$ cat src/substring_first_match_top_assert.svh
// Assertion macros used by the substring search top level.
`ifndef SUBSTRING_FIRST_MATCH_TOP_ASSERT_SVH
`define SUBSTRING_FIRST_MATCH_TOP_ASSERT_SVH

`ifndef NO_ASSERTIONS

// Same-cycle implication, checked at every rising clock edge outside reset.
`define SFM_ASSERT_IMPLY(lbl, clk, rst, ante, cons) \
   lbl: assert property (@(posedge clk) disable iff (rst) (ante) |-> (cons)) \
      else $error("assertion failed: same-cycle implication");

// Next-cycle implication, checked at every rising clock edge outside reset.
`define SFM_ASSERT_NEXT(lbl, clk, rst, ante, cons) \
   lbl: assert property (@(posedge clk) disable iff (rst) (ante) |=> (cons)) \
      else $error("assertion failed: next-cycle implication");

`else

`define SFM_ASSERT_IMPLY(lbl, clk, rst, ante, cons)
`define SFM_ASSERT_NEXT(lbl, clk, rst, ante, cons)

`endif

`endif

$ cat src/sfm_pkg.sv
// Package with types, constants and helpers of the substring search block.
`default_nettype none

package sfm_pkg;

   localparam int NEEDLE_BYTES = 16;
   localparam int BYTE_W       = 8;
   localparam int POS_W        = 31;
   localparam int LEN_W        = 5;
   localparam int CSR_IDX_W    = 3;
   localparam int CSR_DATA_W   = 64;
   localparam int NEEDLE_W     = NEEDLE_BYTES * BYTE_W;

   localparam logic [POS_W-1:0]  POS_MAX       = {POS_W{1'b1}};
   localparam logic [BYTE_W-1:0] FOLD_DISTANCE = 8'd32;
   localparam logic [BYTE_W-1:0] CHAR_UPPER_A  = 8'h41;
   localparam logic [BYTE_W-1:0] CHAR_UPPER_Z  = 8'h5A;
   localparam logic [BYTE_W-1:0] CHAR_NUL      = 8'h00;

   typedef enum logic [CSR_IDX_W-1:0] {
      CSR_NEEDLE_LOW   = 3'd0,
      CSR_NEEDLE_HIGH  = 3'd1,
      CSR_NEEDLE_LEN   = 3'd2,
      CSR_CASE_FOLD    = 3'd3,
      CSR_REPORT_END   = 3'd4,
      CSR_START_OFFSET = 3'd5
   } csr_index_type;

   typedef struct packed {
      logic [NEEDLE_W-1:0] needle;       // byte 0 in bits 7:0
      logic [LEN_W-1:0]    needle_length;
      logic                case_fold;
      logic                report_end;
      logic [POS_W-1:0]    start_offset;
   } cfg_type;

   // Folds A-Z to lower case when enabled.
   function automatic logic [BYTE_W-1:0] fold_byte(input logic [BYTE_W-1:0] b,
                                                   input logic en);
      logic [BYTE_W-1:0] r;
      r = b;
      if (en && (b >= CHAR_UPPER_A) && (b <= CHAR_UPPER_Z)) begin
         r = b + FOLD_DISTANCE;
      end
      return r;
   endfunction

endpackage

`default_nettype wire

$ cat src/sfm_req_if.sv
// Input channel interface carrying one haystack byte per word.
`default_nettype none

interface sfm_req_if;
   logic                      valid;
   logic                      ready;
   logic [sfm_pkg::BYTE_W-1:0] hay_byte;
   logic                      hay_last;

   modport source (output valid, output hay_byte, output hay_last, input ready);
   modport sink   (input valid, input hay_byte, input hay_last, output ready);
endinterface

`default_nettype wire

$ cat src/sfm_rsp_if.sv
// Result channel interface carrying found flag and match index.
`default_nettype none

interface sfm_rsp_if;
   logic                      valid;
   logic                      ready;
   logic                      found;
   logic [sfm_pkg::POS_W-1:0] match_index;

   modport source (output valid, output found, output match_index, input ready);
   modport sink   (input valid, input found, input match_index, output ready);
endinterface

`default_nettype wire

$ cat src/sfm_match.sv
// Parallel compare of the needle against the byte window.
`default_nettype none

module sfm_match #(
   parameter int MAX_NEEDLE = 16
) (
   input  wire logic [sfm_pkg::BYTE_W-1:0] window [MAX_NEEDLE],
   input  wire sfm_pkg::cfg_type           cfg,
   output logic                            match
);

   localparam int AGE_W = (MAX_NEEDLE > 1) ? $clog2(MAX_NEEDLE) : 1;

   logic [MAX_NEEDLE-1:0] pos_ok;
   logic                  len_ok;

   // Needle byte i lines up with the window byte that is len-1-i bytes old.
   always_comb begin
      for (int i = 0; i < MAX_NEEDLE; i++) begin
         logic [sfm_pkg::LEN_W-1:0]  age;
         logic [sfm_pkg::BYTE_W-1:0] nb;
         logic [sfm_pkg::BYTE_W-1:0] wb;
         age = cfg.needle_length - sfm_pkg::LEN_W'(1) - sfm_pkg::LEN_W'(i);
         nb  = cfg.needle[i*sfm_pkg::BYTE_W +: sfm_pkg::BYTE_W];
         wb  = window[age[AGE_W-1:0]];
         if (sfm_pkg::LEN_W'(i) >= cfg.needle_length) begin
            pos_ok[i] = 1'b1;
         end else begin
            pos_ok[i] = (sfm_pkg::fold_byte(nb, cfg.case_fold) ==
                         sfm_pkg::fold_byte(wb, cfg.case_fold));
         end
      end
   end

   // An empty needle, an overlong one, or a zero first byte never matches.
   assign len_ok = (cfg.needle_length != '0) &&
                   (cfg.needle_length <= sfm_pkg::LEN_W'(MAX_NEEDLE)) &&
                   (cfg.needle[sfm_pkg::BYTE_W-1:0] != sfm_pkg::CHAR_NUL);

   assign match = len_ok && (&pos_ok);

endmodule

`default_nettype wire

$ cat src/substring_first_match_top.sv
// Top level of the streaming first-match substring search block.
//
//   channel   direction  word contents               accepted when
//   req_ch    in         hay_byte, hay_last          req_ch.valid && req_ch.ready
//   rsp_ch    out        found, match_index          rsp_ch.valid && rsp_ch.ready
//   csr_*     in         csr_index, csr_wr_data      csr_wr_en
//
// One haystack word is taken per cycle unless one is held back; the needle
// compare, the start check and the hit latch all settle in the cycle that
// the word is accepted. The output register loads a result word as the word
// marked last is accepted, and holds it until the sink takes it.
// While a result waits, further non-last words are still accepted; only a
// last word is held back until the output register is free or being emptied.
// Reset is synchronous, active high; it clears all but the window and result data.
`default_nettype none

`include "substring_first_match_top_assert.svh"

module substring_first_match_top #(
   parameter int MAX_NEEDLE = 16
) (
   input  wire logic                              clock,
   input  wire logic                              reset,
   sfm_req_if.sink                                req_ch,
   sfm_rsp_if.source                              rsp_ch,
   input  wire logic                              csr_wr_en,
   input  wire logic [sfm_pkg::CSR_IDX_W-1:0]     csr_index,
   input  wire logic [sfm_pkg::CSR_DATA_W-1:0]    csr_wr_data
);

   localparam int SEEN_W = $clog2(MAX_NEEDLE + 1);
   localparam int POS_W  = sfm_pkg::POS_W;
   localparam int BYTE_W = sfm_pkg::BYTE_W;

   // Configuration registers.
   sfm_pkg::cfg_type cfg_ff;

   // Per-haystack state. The window needs no reset: bytes older than the
   // seen count are never compared.
   logic [BYTE_W-1:0] window_ff [MAX_NEEDLE];
   logic [BYTE_W-1:0] window_in [MAX_NEEDLE];
   logic [POS_W-1:0]  pos_ff, pos_in;
   logic [SEEN_W-1:0] seen_ff, seen_in;
   logic              hit_ff, hit_in;
   logic [POS_W-1:0]  hit_idx_ff, hit_idx_in;

   // Output register.
   logic              rsp_valid_ff, rsp_valid_in;
   logic              found_ff, found_in;
   logic [POS_W-1:0]  idx_ff, idx_in;

   logic              req_accept;
   logic              match;
   logic              seen_ok;
   logic              start_ok;
   logic              hit_now;
   logic [POS_W-1:0]  start_pos;
   logic [POS_W-1:0]  end_pos;

   // A last word needs the output register; other words never do.
   assign req_ch.ready = !req_ch.hay_last || !rsp_valid_ff || rsp_ch.ready;
   assign req_accept   = req_ch.valid && req_ch.ready;

   // The window as it stands once the incoming byte is shifted in.
   always_comb begin
      window_in[0] = req_ch.hay_byte;
      for (int k = 1; k < MAX_NEEDLE; k++) begin
         window_in[k] = window_ff[k-1];
      end
   end

   sfm_match #(
      .MAX_NEEDLE (MAX_NEEDLE)
   ) u_match (
      .window (window_in),
      .cfg    (cfg_ff),
      .match  (match)
   );

   always_comb begin
      seen_in = (seen_ff < SEEN_W'(MAX_NEEDLE)) ? seen_ff + SEEN_W'(1) : seen_ff;
      pos_in  = (pos_ff != sfm_pkg::POS_MAX) ? pos_ff + POS_W'(1) : pos_ff;
   end

   // The seen count guarantees pos+1 is at least the needle length here.
   assign end_pos   = pos_ff + POS_W'(1);
   assign start_pos = end_pos - POS_W'(cfg_ff.needle_length);
   assign seen_ok   = (sfm_pkg::LEN_W'(seen_in) >= cfg_ff.needle_length);
   assign start_ok  = (start_pos >= cfg_ff.start_offset);

   // A byte arriving at the saturated position ends no match.
   assign hit_now = !hit_ff && (pos_ff != sfm_pkg::POS_MAX) && match &&
                    seen_ok && start_ok;

   always_comb begin
      hit_in     = hit_ff || hit_now;
      hit_idx_in = hit_idx_ff;
      if (hit_now) begin
         hit_idx_in = cfg_ff.report_end ? end_pos : start_pos;
      end
   end

   // Result register loads on a last word and drains when taken.
   always_comb begin
      rsp_valid_in = rsp_valid_ff;
      found_in     = found_ff;
      idx_in       = idx_ff;
      if (rsp_valid_ff && rsp_ch.ready) begin
         rsp_valid_in = 1'b0;
      end
      if (req_accept && req_ch.hay_last) begin
         rsp_valid_in = 1'b1;
         found_in     = hit_in;
         idx_in       = hit_in ? hit_idx_in : '0;
      end
   end

   always_ff @(posedge clock) begin
      if (reset) begin
         cfg_ff <= '0;
      end else if (csr_wr_en) begin
         case (sfm_pkg::csr_index_type'(csr_index))
            sfm_pkg::CSR_NEEDLE_LOW: begin
               cfg_ff.needle[sfm_pkg::CSR_DATA_W-1:0] <= csr_wr_data;
            end
            sfm_pkg::CSR_NEEDLE_HIGH: begin
               cfg_ff.needle[sfm_pkg::NEEDLE_W-1:sfm_pkg::CSR_DATA_W] <= csr_wr_data;
            end
            sfm_pkg::CSR_NEEDLE_LEN: begin
               cfg_ff.needle_length <= csr_wr_data[sfm_pkg::LEN_W-1:0];
            end
            sfm_pkg::CSR_CASE_FOLD: begin
               cfg_ff.case_fold <= csr_wr_data[0];
            end
            sfm_pkg::CSR_REPORT_END: begin
               cfg_ff.report_end <= csr_wr_data[0];
            end
            sfm_pkg::CSR_START_OFFSET: begin
               cfg_ff.start_offset <= csr_wr_data[POS_W-1:0];
            end
            default: begin
            end
         endcase
      end
   end

   always_ff @(posedge clock) begin
      if (reset) begin
         pos_ff     <= '0;
         seen_ff    <= '0;
         hit_ff     <= 1'b0;
         hit_idx_ff <= '0;
      end else if (req_accept) begin
         if (req_ch.hay_last) begin
            pos_ff     <= '0;
            seen_ff    <= '0;
            hit_ff     <= 1'b0;
            hit_idx_ff <= '0;
         end else begin
            pos_ff     <= pos_in;
            seen_ff    <= seen_in;
            hit_ff     <= hit_in;
            hit_idx_ff <= hit_idx_in;
         end
      end
   end

   always_ff @(posedge clock) begin
      if (req_accept) begin
         for (int k = 0; k < MAX_NEEDLE; k++) begin
            window_ff[k] <= window_in[k];
         end
      end
   end

   always_ff @(posedge clock) begin
      if (reset) begin
         rsp_valid_ff <= 1'b0;
      end else begin
         rsp_valid_ff <= rsp_valid_in;
      end
      found_ff <= found_in;
      idx_ff   <= idx_in;
   end

   assign rsp_ch.valid       = rsp_valid_ff;
   assign rsp_ch.found       = found_ff;
   assign rsp_ch.match_index = idx_ff;

   // A last word never overwrites a result that is still waiting.
   `SFM_ASSERT_IMPLY(a_no_overwrite, clock, reset, req_accept && req_ch.hay_last,
                     !rsp_valid_ff || rsp_ch.ready)
   // A result without a match reports index zero.
   `SFM_ASSERT_IMPLY(a_miss_index_zero, clock, reset, rsp_valid_ff && !found_ff,
                     idx_ff == '0)
   // The end of a haystack clears the per-haystack state.
   `SFM_ASSERT_NEXT(a_clear_on_last, clock, reset, req_accept && req_ch.hay_last,
                    pos_ff == '0 && !hit_ff && seen_ff == '0)
   // A latched hit and its index hold until the haystack ends.
   `SFM_ASSERT_NEXT(a_hit_sticky, clock, reset, hit_ff && !(req_accept && req_ch.hay_last),
                    hit_ff && $stable(hit_idx_ff))

endmodule

`default_nettype wire

$ cat src/flat_wrapper.sv
// flat-port wrapper written by rule: the top's interface ports become plain ports
module substring_first_match_top_flat 
#(
   parameter int MAX_NEEDLE = 16
)
  (clock, reset, csr_wr_en, csr_index, csr_wr_data, req_ch_valid, req_ch_hay_byte, req_ch_hay_last, req_ch_ready, rsp_ch_valid, rsp_ch_found, rsp_ch_match_index, rsp_ch_ready);
  sfm_req_if req_ch_i ();
  sfm_rsp_if rsp_ch_i ();
  input  wire logic clock;
  input  wire logic reset;
  input  wire logic csr_wr_en;
  input  wire logic [sfm_pkg::CSR_IDX_W-1:0] csr_index;
  input  wire logic [sfm_pkg::CSR_DATA_W-1:0] csr_wr_data;
  input wire logic [$bits(req_ch_i.valid)-1:0] req_ch_valid;
  input wire logic [$bits(req_ch_i.hay_byte)-1:0] req_ch_hay_byte;
  input wire logic [$bits(req_ch_i.hay_last)-1:0] req_ch_hay_last;
  output wire logic [$bits(req_ch_i.ready)-1:0] req_ch_ready;
  output wire logic [$bits(rsp_ch_i.valid)-1:0] rsp_ch_valid;
  output wire logic [$bits(rsp_ch_i.found)-1:0] rsp_ch_found;
  output wire logic [$bits(rsp_ch_i.match_index)-1:0] rsp_ch_match_index;
  input wire logic [$bits(rsp_ch_i.ready)-1:0] rsp_ch_ready;
  assign req_ch_i.valid = req_ch_valid;
  assign req_ch_i.hay_byte = req_ch_hay_byte;
  assign req_ch_i.hay_last = req_ch_hay_last;
  assign req_ch_ready = req_ch_i.ready;
  assign rsp_ch_valid = rsp_ch_i.valid;
  assign rsp_ch_found = rsp_ch_i.found;
  assign rsp_ch_match_index = rsp_ch_i.match_index;
  assign rsp_ch_i.ready = rsp_ch_ready;
  substring_first_match_top #(.MAX_NEEDLE(MAX_NEEDLE)) u_core (.clock(clock), .reset(reset), .req_ch(req_ch_i), .rsp_ch(rsp_ch_i), .csr_wr_en(csr_wr_en), .csr_index(csr_index), .csr_wr_data(csr_wr_data));
endmodule
$ cat config.mk
export PLATFORM = sky130hd
export DESIGN_NAME = substring_first_match_top_flat
export DESIGN_NICKNAME = d
export VERILOG_FILES = /design/src/sfm_pkg.sv /design/src/sfm_req_if.sv /design/src/sfm_rsp_if.sv /design/src/sfm_match.sv /design/src/substring_first_match_top.sv /design/src/flat_wrapper.sv
export VERILOG_INCLUDE_DIRS = /design/src /design/src/src
export SDC_FILE = /design/constraint.sdc
export NUM_CORES = 1
export LEC_CHECK = 0
export BUFFER_PORTS_ARGS = -buffer_cell sky130_fd_sc_hd__buf_2
export CAP_MARGIN = 10
export CORE_MARGIN = 2
export CORE_UTILIZATION = 48
export CTS_BUF_LIST = sky130_fd_sc_hd__clkbuf_16
export DETAILED_ROUTE_END_ITERATION = 6
export PLACE_DENSITY_LB_ADDON = 0.25
export SLEW_MARGIN = 20
export SYNTH_ARGS = -nofsm -noshare
export SYNTH_HDL_FRONTEND = slang
export SYNTH_SLANG_ARGS = --single-unit
$ cat constraint.sdc
create_clock -name clock -period 8.1 [get_ports clock]
set_input_delay 0.405 -clock clock [delete_from_list [all_inputs] [get_ports clock]]
set_output_delay 0.405 -clock clock [all_outputs]
set_load 0.01 [all_outputs]
==> qor.csv, run 1 <==
stage,metric,value,unit
sta,hold_viol_final,0,
sta,finalClockSkew,0.0253,ns
sta,hold_slack,0.0411,ns
sta,rsz0062_at_grt,false,
yosys,ys_seq_area_share,33.0,%
cts,cts_repair_resize_count,0,
yosys,synth.avg_cell_area,9.21,um^2
sta,tns,0,ns
drt,vias,24300,
power_and_ir_drop,p_leak,11.1,nW
sta,setup_violations,0,
yosys,async_flop_share,0,%
sta,worst_slew_pin_slew,1.02,ns
floorplan,core_area,57800,um^2
yosys,synth_cells,3052,
drt,wl,86.7,mm
layout,syn2layout_area_growth,8.49,%
placement,io_buffers,114,
cts,clk_latency,0.60,ns
yosys,ys.flop_type,dfxtp_1,
drt,wl_per_cell,22.4,um
drt,vias_per_cell,6.29,
grt,grt_pass1_wl,132,mm
cts,cts_buffers,46,
worst_setup_path,cp_slowest_cell,or4b_2,
layout,fin_nets,3231,
drt,first_pass_iters,6,
grt,grt_usage,28.2,%
floorplan,num_rows,88,
yosys,mappedNetlistArea,28100,um^2
floorplan,die_area,60500,um^2
placement,pre_cts_slack,0.232,ns
floorplan,initial_core_util,48.6,%
layout,drive_above_1_share,15.1,%
yosys,syn-num-nets,3213,
sta,relSlewSlack,31.6,%
power_and_ir_drop,p_per_area,176,nW/um^2
drt,drc,0,
sta,slew_viol_final,0,
cts,cts_max_path_buffers,3,
placement,routabilityCongestion,1.00,
cts,htree_levels,2,
worst_setup_path,r2r_slack,0.70,ns
cts,clock-root-buffer,clkbuf_16,
sta,period_share,91.3,%
cts,postCtsSetupBuffers,0,
yosys,synth-seq-cells,387,
yosys,yosys-top-cells-area,"dfxtp_1 17%, edfxtp_1 16%, mux4_2 10%",
yosys,synth_edf_count,152,
yosys,ys_types,104,
grt,grt_overflow,0,
cts,clock-sinks,387,
sta,fmax,0.135,GHz
grt,grt_max_degree,106,
yosys,synth_area_leader_cell,dfxtp_1,
cts,hold_buffers,0,
cts,cts.clk_slew.worst_paths,0.06,ns
sta,setup_ws,0.703,ns
grt,antenna_found_initial,0,
floorplan,die_h,246,um
worst_setup_path,cp.required,8.56,ns
worst_setup_path,worstSetupStartpointType,flip-flop,
floorplan,num_io_pins,115,
drt,ant_nets,0,
worst_setup_path,crit_path_end_kind,flip-flop,
worst_setup_path,cp_top_family,simple AND/OR/NAND/NOR gates,
layout,n_fill_cell,5210,
worst_setup_path,cp_cell_sequence,ha_1 > ha_1 > nor2b_1 > o21ai_0 > a21oi_1 > o21ai_0 > or4b_2 > nor2b_2 > nand3_1 > nor3b_2 > nand3_1 > xor2_1 > ha_1 > and3_1 > nand3_1 > or4_1 > nor3_1 > nor3_1 > or4_1 > or4_1 > buf_4 > nor4_2 > buf_4 > a22o_1,
worst_hold_path,hp-class,primary input to flip-flop,
yosys,yosysTopAreaCellShare,16.7,%
worst_setup_path,critPathArrivalTime,7.86,ns
power_and_ir_drop,p_total,5.36,mW
run_status,run_status,"finished, final reports clean",
sta,fin_crit,7.40,ns
floorplan,fp.dieW,246,um
worst_setup_path,slowest_delay,0.68,ns
yosys,ys_warn_count,0,
worst_setup_path,cp_max_fo,33,
layout,n_antenna_cell,0,
layout,final_core_util,52.7,%
worst_setup_path,crit_type,flip-flop to flip-flop,
flow_run,maxCapViolCount,0,
grt,grt_pass1_vias,22200,
drt,first_iter_violations,2567,
cts,cts_tree,done,
worst_setup_path,path_buf_inv,2,
power_and_ir_drop,peakVddDrop,146,uV
placement,dp_hpwl,65.1,mm
## kinds of logic (layout without fill, tap and decap cells)
logic type,after synthesis,count (layout),share of synthesized area (%)
mux,370,370,19.1
compound gates,624,624,14.3
xor+xnor,227,227,7.46
simple gates,1086,1086,18.0
buf+inv,278,329,4.62
fa+ha+maj,80,80,3.59
flops,387,387,33.0
## registers in the layout (all words and copies together), names as in the netlist
register / cells
u_core.cfg_ff: 166
u_core.hit_ff: 1
u_core.hit_idx_ff: 31
u_core.pos_ff: 31
u_core.rsp_ch.found: 1
u_core.rsp_ch.match_index: 31
u_core.rsp_ch.valid: 1
u_core.seen_ff: 5
u_core.window_ff: 120
## layout by cell type (no fill, tap or decap), types with 10 or more instances in the layout
cell         n
mux2i_1    175
and2_1      40
nand2b_1    18
ha_1        78
a22o_1      31
and3_1      19
or3_1       29
nor2_1     176
o31ai_1     19
o211ai_1    52
nor4b_1     14
buf_4       43
dfxtp_1    232
nand2_1    519
clkbuf_16   47
mux2_2      61
xor2_1      95
nand4_1     22
nor2b_1     18
nor4_1      18
buf_2      113
o21a_1      18
mux4_2     126
nor3_1      58
a31oi_1     30
clkinv_1    10
o41ai_1     33
o21ai_0     62
clkinv_2    10
a21oi_1    264
a211oi_1    11
xnor2_1    121
nand3_1     84
inv_1       92
edfxtp_1   152
a21o_1      26
## worst register-to-register path, delay by kind of cell, from the launching register on
kind            cells  cell delay [ns]
compound gates      4             0.79
xor+xnor            1             0.20
fa+ha+maj           3             0.91
buf+inv             2             0.65
flops               1             0.47
simple gates       14             4.26
## worst paths after layout
| path | startpoint | cells after the start | endpoint |
|---|---|---|---|
| setup / recovery | u_core.pos_ff[0]$_SDFFE_PP0P_ | 24 | u_core.rsp_ch.match_index[20]$_SDFFCE_PN0P_ |
| hold / removal | req_ch_hay_byte[4] | 1 | u_core.window_ff[0][4]$_DFFE_PP_ |
| setup reg to reg | u_core.pos_ff[0]$_SDFFE_PP0P_ | 24 | u_core.rsp_ch.match_index[20]$_SDFFCE_PN0P_ |
| hold reg to reg | u_core.cfg_ff[1]$_SDFFE_PP0P_ | 2 | u_core.cfg_ff[1]$_SDFFE_PP0P_ |
## report_power, final
group | internal [mW] | leakage, nW | switching (mW)
Combinational | 0.498 | 7.00 | 0.793
Clock | 1.05 | 0.698 | 0.865
Sequential | 2.09 | 3.37 | 0.0617
## Yosys cell counts, types with 84 or more instances
master    instances
xnor2_1         123
nand2_1         519
mux2i_1         175
xor2_1           95
edfxtp_1        152
inv_1            87
dfxtp_1         235
mux4_2          126
a21oi_1         264
clkbuf_1        117
nor2_1          178
nand3_1          84
## stage by stage
step                      cell area, um^2  instances
after CTS                           30500       3868
after global placement              29100       3787
after global routing                30500       3868
final                               30500       3868
after detailed placement            29100       3787
after floorplan                     28100       3052
## metal layers
| metal | track usage [%] | vias to the layer above | wire [um] |
|---|---|---|---|
| met5 | 0 | - | 0 |
| met3 | 5.16 | 140 | 7880 |
| met2 | 42.8 | 1085 | 38100 |
| met4 | 10.5 | 0 | 3360 |
| met1 | 39.8 | 11900 | 37300 |
| li1 | - | 11200 | - |
## area by class of cell
class | instances | area (um^2) | share of cell area (%)
Clock inverter | 34 | 185 | 0.607
Sequential cell | 387 | 9280 | 30.4
Tap cell | 765 | 957 | 3.14
Clock buffer | 47 | 1180 | 3.86
Timing Repair Buffer | 159 | 931 | 3.05
Multi-Input combinational cell | 2387 | 17600 | 57.8
Inverter | 89 | 337 | 1.10
Note: power is estimated with default switching activity, not from simulation.
==> run 2: changes to the inputs <==
RECOVER_POWER = 50   (was not set)
REMOVE_ABC_BUFFERS = 1   (was not set)
==> qor.csv, run 2 (synthesis results as in run 1) <==
stage,metric,value,unit,change
sta,setup_violations,0,,unchanged
floorplan,initial_core_util,48.6,%,unchanged
layout,largest_reg_flops,166,,unchanged
layout,final_common_cell,nand2_1,,
worst_hold_path,hold_depth,3,,+2
flow_run,maxCapViolCount,6,,+6
drt,drc,0,,unchanged
run_status,failed_checks,"capacitance limit, slew limit",,
drt,wl,85.5,mm,-1.3%
worst_setup_path,crit_type,flip-flop to flip-flop,,
sta,hold_viol_final,0,,unchanged
placement,dp.cells,3792,,+0.13%
layout,n_antenna_cell,0,,unchanged
cts,clock-root-buffer,clkbuf_16,,
cts,htree_levels,2,,unchanged
cts,clock-sinks,387,,unchanged
grt,grt_overflow,0,,unchanged
layout,fin_cells,3877,,+0.23%
worst_setup_path,worstSetupStartpointType,flip-flop,,
cts,cts_buffers,45,,-2.2%
drt,wl_per_cell,22.1,um,-1.6%
cts,postCtsSetupBuffers,0,,unchanged
worst_setup_path,crit_path_end_kind,flip-flop,,
layout,syn2layout_area_growth,8.83,%,
sta,slew_viol_final,342,,+342
layout,most-common-layout-cells,"519 x nand2_1, 264 x a21oi_1, 232 x dfxtp_1",,
worst_setup_path,cp_max_fo,32,,-3.0%
sta,tns,0,ns,unchanged
floorplan,core_area,57800,um^2,unchanged
floorplan,die_h,246,um,unchanged
worst_setup_path,ff2ff_path_depth,23,,-4.2%
worst_setup_path,timing.critical_path.from,u_core.pos_ff[0]$_SDFFE_PP0P_,,
sta,period_share,92.6,%,+1.3 points
worst_hold_path,hp-class,primary input to flip-flop,,
power_and_ir_drop,peakVddDrop,153,uV,+4.6%
drt,vias_per_cell,6.23,,-0.99%
grt,grt_max_degree,112,,+5.7%
worst_hold_path,min_from,csr_wr_data[33],,
drt,ant_nets,0,,unchanged
worst_setup_path,r2r_slack,0.60,ns,-0.11 ns
sta,finalClockSkew,0.0419,ns,+0.0166 ns
drt,first_pass_iters,6,,unchanged
worst_setup_path,timing.rr.start,u_core.pos_ff[0]$_SDFFE_PP0P_,,
grt,grt_pass1_wl,132,mm,+0.11%
grt,grt_pass1_vias,22800,,+2.6%
power_and_ir_drop,p_total,5.46,mW,+1.7%
cts,clk_latency,0.62,ns,+0.02 ns
worst_setup_path,cp.required,8.64,ns,+0.08 ns
sta,worst_slew_pin_slew,4.48,ns,+3.46 ns
layout,fin_nets,3236,,+0.15%
drt,vias,24200,,-0.76%
cts,cts_tree,done,,
power_and_ir_drop,p_per_area,178,nW/um^2,+1.4%
layout,largest-register,u_core.cfg_ff,,
floorplan,num_rows,88,,unchanged
grt,antenna_found_initial,0,,unchanged
grt,grt_usage,28.0,%,-0.19 points
worst_setup_path,r2r_end,u_core.hit_idx_ff[15]$_SDFFE_PP0P_,,
placement,routabilityCongestion,0.923,,-7.8%
worst_hold_path,hold_end,u_core.cfg_ff[135]$_SDFFE_PP0P_,,
cts,hold_buffers,0,,unchanged
layout,drive_above_1_share,14.4,%,-0.69 points
placement,dp_hpwl,64.2,mm,-1.4%
layout,reg_top3,"u_core.cfg_ff: 166 flops, u_core.window_ff: 120 flops",,
sta,fin_crit,7.50,ns,+0.106 ns
cts,cts.clk_slew.worst_paths,0.06,ns,about the same
run_status,run_status,"complete, but fails checks",,
sta,rsz0062_at_grt,false,,
placement,io_buffers,114,,unchanged
sta,relSlewSlack,-198,%,-230 points
floorplan,fp.dieW,246,um,unchanged
power_and_ir_drop,p_leak,11.1,nW,about the same
worst_setup_path,critPathArrivalTime,8.04,ns,+0.18 ns
floorplan,die_area,60500,um^2,unchanged
drt,first_iter_violations,2388,,-7.0%
floorplan,num_io_pins,115,,unchanged
cts,cts_max_path_buffers,3,,unchanged
sta,fmax,0.133,GHz,-1.4%
## run 2: changes by cell type in the layout (fill, tap and decap cells not counted), moves of 2 or more
cell / previous run / this run
buf_6: 2 / 0
clkinvlp_4: 2 / 4
buf_2: 113 / 93
clkbuf_1: 0 / 26
clkinv_2: 10 / 6
bufinv_16: 0 / 4
## run 2: per-layer routing
layer  global-route usage [%]  share of wire (%)
met1                     38.5                 43
met2                     44.6                 46
met3                     3.82                7.2
met4                     10.9                3.9
met5                        0                  0
## run 2: repair_timing
action | in CTS | in global routing
endpoints found under the hold margin | 0 | 0
resized for setup | 0 | 1
setup endpoints to repair | 0 | 50
## run 2: final cells by class
| cell class | count | area, um^2 |
|---|---|---|
| Inverter | 89 | 337 |
| Sequential cell | 387 | 9280 |
| Fill cell | 5304 | 27200 |
| Clock inverter | 38 | 324 |
| Timing Repair Buffer | 165 | 928 |
| Clock buffer | 46 | 1150 |
| Multi-Input combinational cell | 2387 | 17600 |
| Tap cell | 765 | 957 |
## run 2: how the worst max path moves through the flow
stage          slack (ns)  cells after the start                                          to
3_3_place_gp         0.57                     23          u_core.hit_idx_ff[17]$_SDFFE_PP0P_
4_1_cts              0.37                     23          u_core.hit_idx_ff[15]$_SDFFE_PP0P_
2_1_floorplan      -10.63                     15  u_core.rsp_ch.match_index[0]$_SDFFCE_PN0P_
5_1_grt              0.04                     23          u_core.hit_idx_ff[20]$_SDFFE_PP0P_
3_5_place_dp         0.38                     23          u_core.hit_idx_ff[15]$_SDFFE_PP0P_
6_report             0.60                     23          u_core.hit_idx_ff[15]$_SDFFE_PP0P_
## run 2: stage by stage
stage / worst slack [ns] / hold slack [ns] / area, um^2 / utilization, %
after floorplan: -10.63 / 0.430 / 27100 / -
after global placement: 0.569 / 0.444 / 29100 / 50.4
after detailed placement: 0.380 / 0.447 / 29100 / 50.4
after CTS: 0.371 / 0.00541 / 30600 / 52.9
after global routing: 0.0438 / 0.0582 / 30600 / 52.9
final: 0.597 / 0.0540 / 30600 / 52.9
## run 2: worst max-delay path: stages (launching register included)
cell,delay [ns]
dfxtp_1,0.49
ha_1,0.29
xor2_1,0.23
ha_1,0.30
o21ai_0,0.12
a21oi_1,0.12
o21ai_0,0.24
or4b_2,0.68
nor2b_1,0.15
buf_4,0.15
nand3_1,0.21
nor3b_2,0.34
nand3_1,0.17
xor2_1,0.20
ha_1,0.32
and3_1,0.15
nand3_1,0.10
or4_1,0.55
nor3_1,0.20
nor3_1,0.08
or4_1,0.50
or4_1,0.56
or4_2,0.92
o211ai_1,0.31
## run 2: power breakdown
part | internal [mW] | switching (mW) | leakage, nW
Clock | 1.17 | 0.879 | 0.743
Combinational | 0.496 | 0.756 | 6.95
Sequential | 2.09 | 0.0610 | 3.37
Total | 3.76 | 1.70 | 11.1
==> run 3: changes to the inputs <==
--- a/config.mk
+++ b/config.mk
@@ -12,4 +12,5 @@
 export CORE_UTILIZATION = 48
 export CTS_BUF_LIST = sky130_fd_sc_hd__clkbuf_16
+export CTS_CLUSTER_DIAMETER = 120
 export DETAILED_ROUTE_END_ITERATION = 6
 export PLACE_DENSITY_LB_ADDON = 0.25
==> constraint.sdc (replaced) <==
create_clock -name clock -period 8.1 [get_ports clock]
set_input_delay 2.43 -clock clock [delete_from_list [all_inputs] [get_ports clock]]
set_output_delay 2.43 -clock clock [all_outputs]
set_load 0.01 [all_outputs]
==> qor.csv, run 3 (synthesis results as in run 1) <==
stage,metric,value,unit,change
drt,wl,86.0,mm,+0.58%
grt,grt_usage,27.9,%,-0.047 points
layout,final_core_util,52.9,%,about the same
worst_setup_path,cp.required,8.61,ns,-0.03 ns
worst_setup_path,crit_path_end_kind,flip-flop,,
grt,grt_pass1_wl,133,mm,+0.23%
worst_setup_path,cp.depth,25,,+8.7%
run_status,run_status,"complete, but fails checks",,
sta,relSlewSlack,-119,%,+79 points
worst_setup_path,crit_type,flip-flop to flip-flop,,
worst_setup_path,critPathArrivalTime,7.99,ns,-0.05 ns
sta,hold_viol_final,0,,unchanged
cts,cts_buffers,45,,unchanged
placement,pre_cts_slack,0.513,ns,+0.134 ns
layout,n_antenna_cell,0,,unchanged
drt,first_pass_iters,6,,unchanged
cts,cts.clk_slew.worst_paths,0.07,ns,about the same
cts,cts_tree,done,,
layout,fin_nets,3231,,-0.15%
placement,io_buffers,114,,unchanged
worst_setup_path,timing.critical_path.from,u_core.pos_ff[0]$_SDFFE_PP0P_,,
cts,cts_max_path_buffers,3,,unchanged
power_and_ir_drop,p_per_area,178,nW/um^2,-0.39%
sta,fin_crit,7.47,ns,-0.0304 ns
floorplan,num_io_pins,115,,unchanged
placement,dp.cells,3788,,-0.11%
drt,first_iter_violations,2331,,-2.4%
worst_setup_path,critical_path.most_common_cell,or4_1,,
sta,slew_viol_final,240,,-30%
floorplan,core_area,57800,um^2,unchanged
cts,clk_latency,0.60,ns,-0.02 ns
sta,finalClockSkew,0.0272,ns,-0.0147 ns
cts,clock-sinks,387,,unchanged
worst_setup_path,worstSetupStartpointType,flip-flop,,
cts,postCtsSetupBuffers,0,,unchanged
flow_run,maxCapViolCount,5,,-1
drt,vias_per_cell,6.25,,+0.34%
worst_setup_path,cp_top_family,simple AND/OR/NAND/NOR gates,,
placement,dp_hpwl,63.8,mm,-0.53%
power_and_ir_drop,p_total,5.43,mW,-0.40%
sta,rsz0062_at_grt,false,,
floorplan,fp.dieW,246,um,unchanged
floorplan,initial_core_util,48.6,%,unchanged
worst_setup_path,worstSetupEndpoint,u_core.hit_idx_ff[26]$_SDFFE_PP0P_,,
worst_setup_path,timing.rr.start,u_core.pos_ff[0]$_SDFFE_PP0P_,,
drt,wl_per_cell,22.2,um,+0.79%
drt,drc,0,,unchanged
layout,largest_reg_flops,166,,unchanged
worst_setup_path,ff2ff_path_depth,25,,+8.7%
worst_setup_path,r2r_slack,0.63,ns,+0.03 ns
drt,ant_nets,0,,unchanged
floorplan,num_rows,88,,unchanged
cts,htree_levels,2,,unchanged
layout,n_fill_cell,5149,,-2.9%
placement,routabilityCongestion,0.952,,+3.1%
power_and_ir_drop,p_leak,11.1,nW,about the same
layout,reg_top3,"u_core.cfg_ff: 166 flops, u_core.window_ff: 120 flops",,
worst_setup_path,r2r_end,u_core.hit_idx_ff[26]$_SDFFE_PP0P_,,
layout,largest-register,u_core.cfg_ff,,
grt,grt_max_degree,152,,+36%
worst_setup_path,cp_max_fo,34,,+6.3%
worst_setup_path,cp_slowest_cell,or4b_2,,
cts,clock-root-buffer,clkbuf_16,,
sta,setup_violations,0,,unchanged
worst_hold_path,hp-class,flip-flop to flip-flop,,
grt,antenna_found_initial,2,,+2
grt,grt_pass1_vias,22800,,+0.39%
sta,hold_slack,0.454,ns,+0.400 ns
layout,final_common_cell,nand2_1,,
layout,design_area,30600,um^2,about the same
worst_hold_path,hold_depth,2,,-1
layout,syn2layout_area_growth,8.82,%,about the same
sta,setup_ws,0.627,ns,+0.0304 ns
placement,place_area,29100,um^2,about the same
sta,tns,0,ns,unchanged
cts,hold_buffers,0,,unchanged
floorplan,die_h,246,um,unchanged
sta,period_share,92.3,%,-0.38 points
floorplan,die_area,60500,um^2,unchanged
layout,fin_cells,3869,,-0.21%
worst_setup_path,path_buf_inv,3,,+2
layout,most-common-layout-cells,"519 x nand2_1, 264 x a21oi_1, 232 x dfxtp_1",,
grt,grt_overflow,0,,unchanged
worst_setup_path,slowest_delay,0.69,ns,-0.23 ns
power_and_ir_drop,peakVddDrop,162,uV,+6.3%
run_status,failed_checks,"capacitance limit, slew limit",,
layout,drive_above_1_share,14.5,%,+0.069 points
drt,vias,24200,,+0.14%
sta,fmax,0.134,GHz,+0.41%
sta,worst_slew_pin_slew,3.28,ns,-1.19 ns
run 3: changes by cell type in the layout (fill, tap and decap cells not counted), moves of 4 or more:
cell      before  now
buf_4         44   40
clkinv_2       6   12
clkbuf_1      26   20
buf_2         93   97
run 3: where the power goes:
group          total (mW)  switching [mW]  internal [mW]
clock                2.03           0.870           1.16
sequential           2.16          0.0612           2.09
combinational        1.25           0.755          0.496
run 3: worst min path at each step:
stage | start | endpoint | slack (ns)
after floorplan | u_core.cfg_ff[10]$_SDFFE_PP0P_ | u_core.cfg_ff[10]$_SDFFE_PP0P_ | 0.43
after global placement | u_core.cfg_ff[24]$_SDFFE_PP0P_ | u_core.cfg_ff[24]$_SDFFE_PP0P_ | 0.44
after detailed placement | u_core.cfg_ff[19]$_SDFFE_PP0P_ | u_core.cfg_ff[19]$_SDFFE_PP0P_ | 0.45
after CTS | u_core.cfg_ff[19]$_SDFFE_PP0P_ | u_core.cfg_ff[19]$_SDFFE_PP0P_ | 0.45
after global routing | u_core.cfg_ff[28]$_SDFFE_PP0P_ | u_core.cfg_ff[28]$_SDFFE_PP0P_ | 0.47
final | u_core.cfg_ff[19]$_SDFFE_PP0P_ | u_core.cfg_ff[19]$_SDFFE_PP0P_ | 0.45
run 3: area by class of cell:
cell class | instances | area (um^2) | area share [%]
inverters | 89 | 335 | 1.10
flip-flops and latches | 387 | 9280 | 30.3
well taps | 765 | 957 | 3.13
multi-input cells | 2387 | 17600 | 57.7
clock inverters | 32 | 230 | 0.753
repair buffers | 160 | 912 | 2.98
clock buffers | 49 | 1230 | 4.01
run 3: what timing repair did:
item	4_1_cts	5_1_grt
hold endpoints to repair	0	0
endpoints found under the setup margin	0	63
resized for setup	0	2
run 3: worst min-delay path, stage by stage (launching register included):
cell	delay (ns)
dfxtp_1	0.31
nand2_1	0.05
a21oi_1	0.05
run 3: routing by layer:
metal  track usage (%)  up-vias  wire (um)
met2              45.9      936      40600
met5                 0        -         15
met1              37.8    11900      36400
met4              8.93        2       2660
li1                  -    11200          -
met3              4.17      156       6350
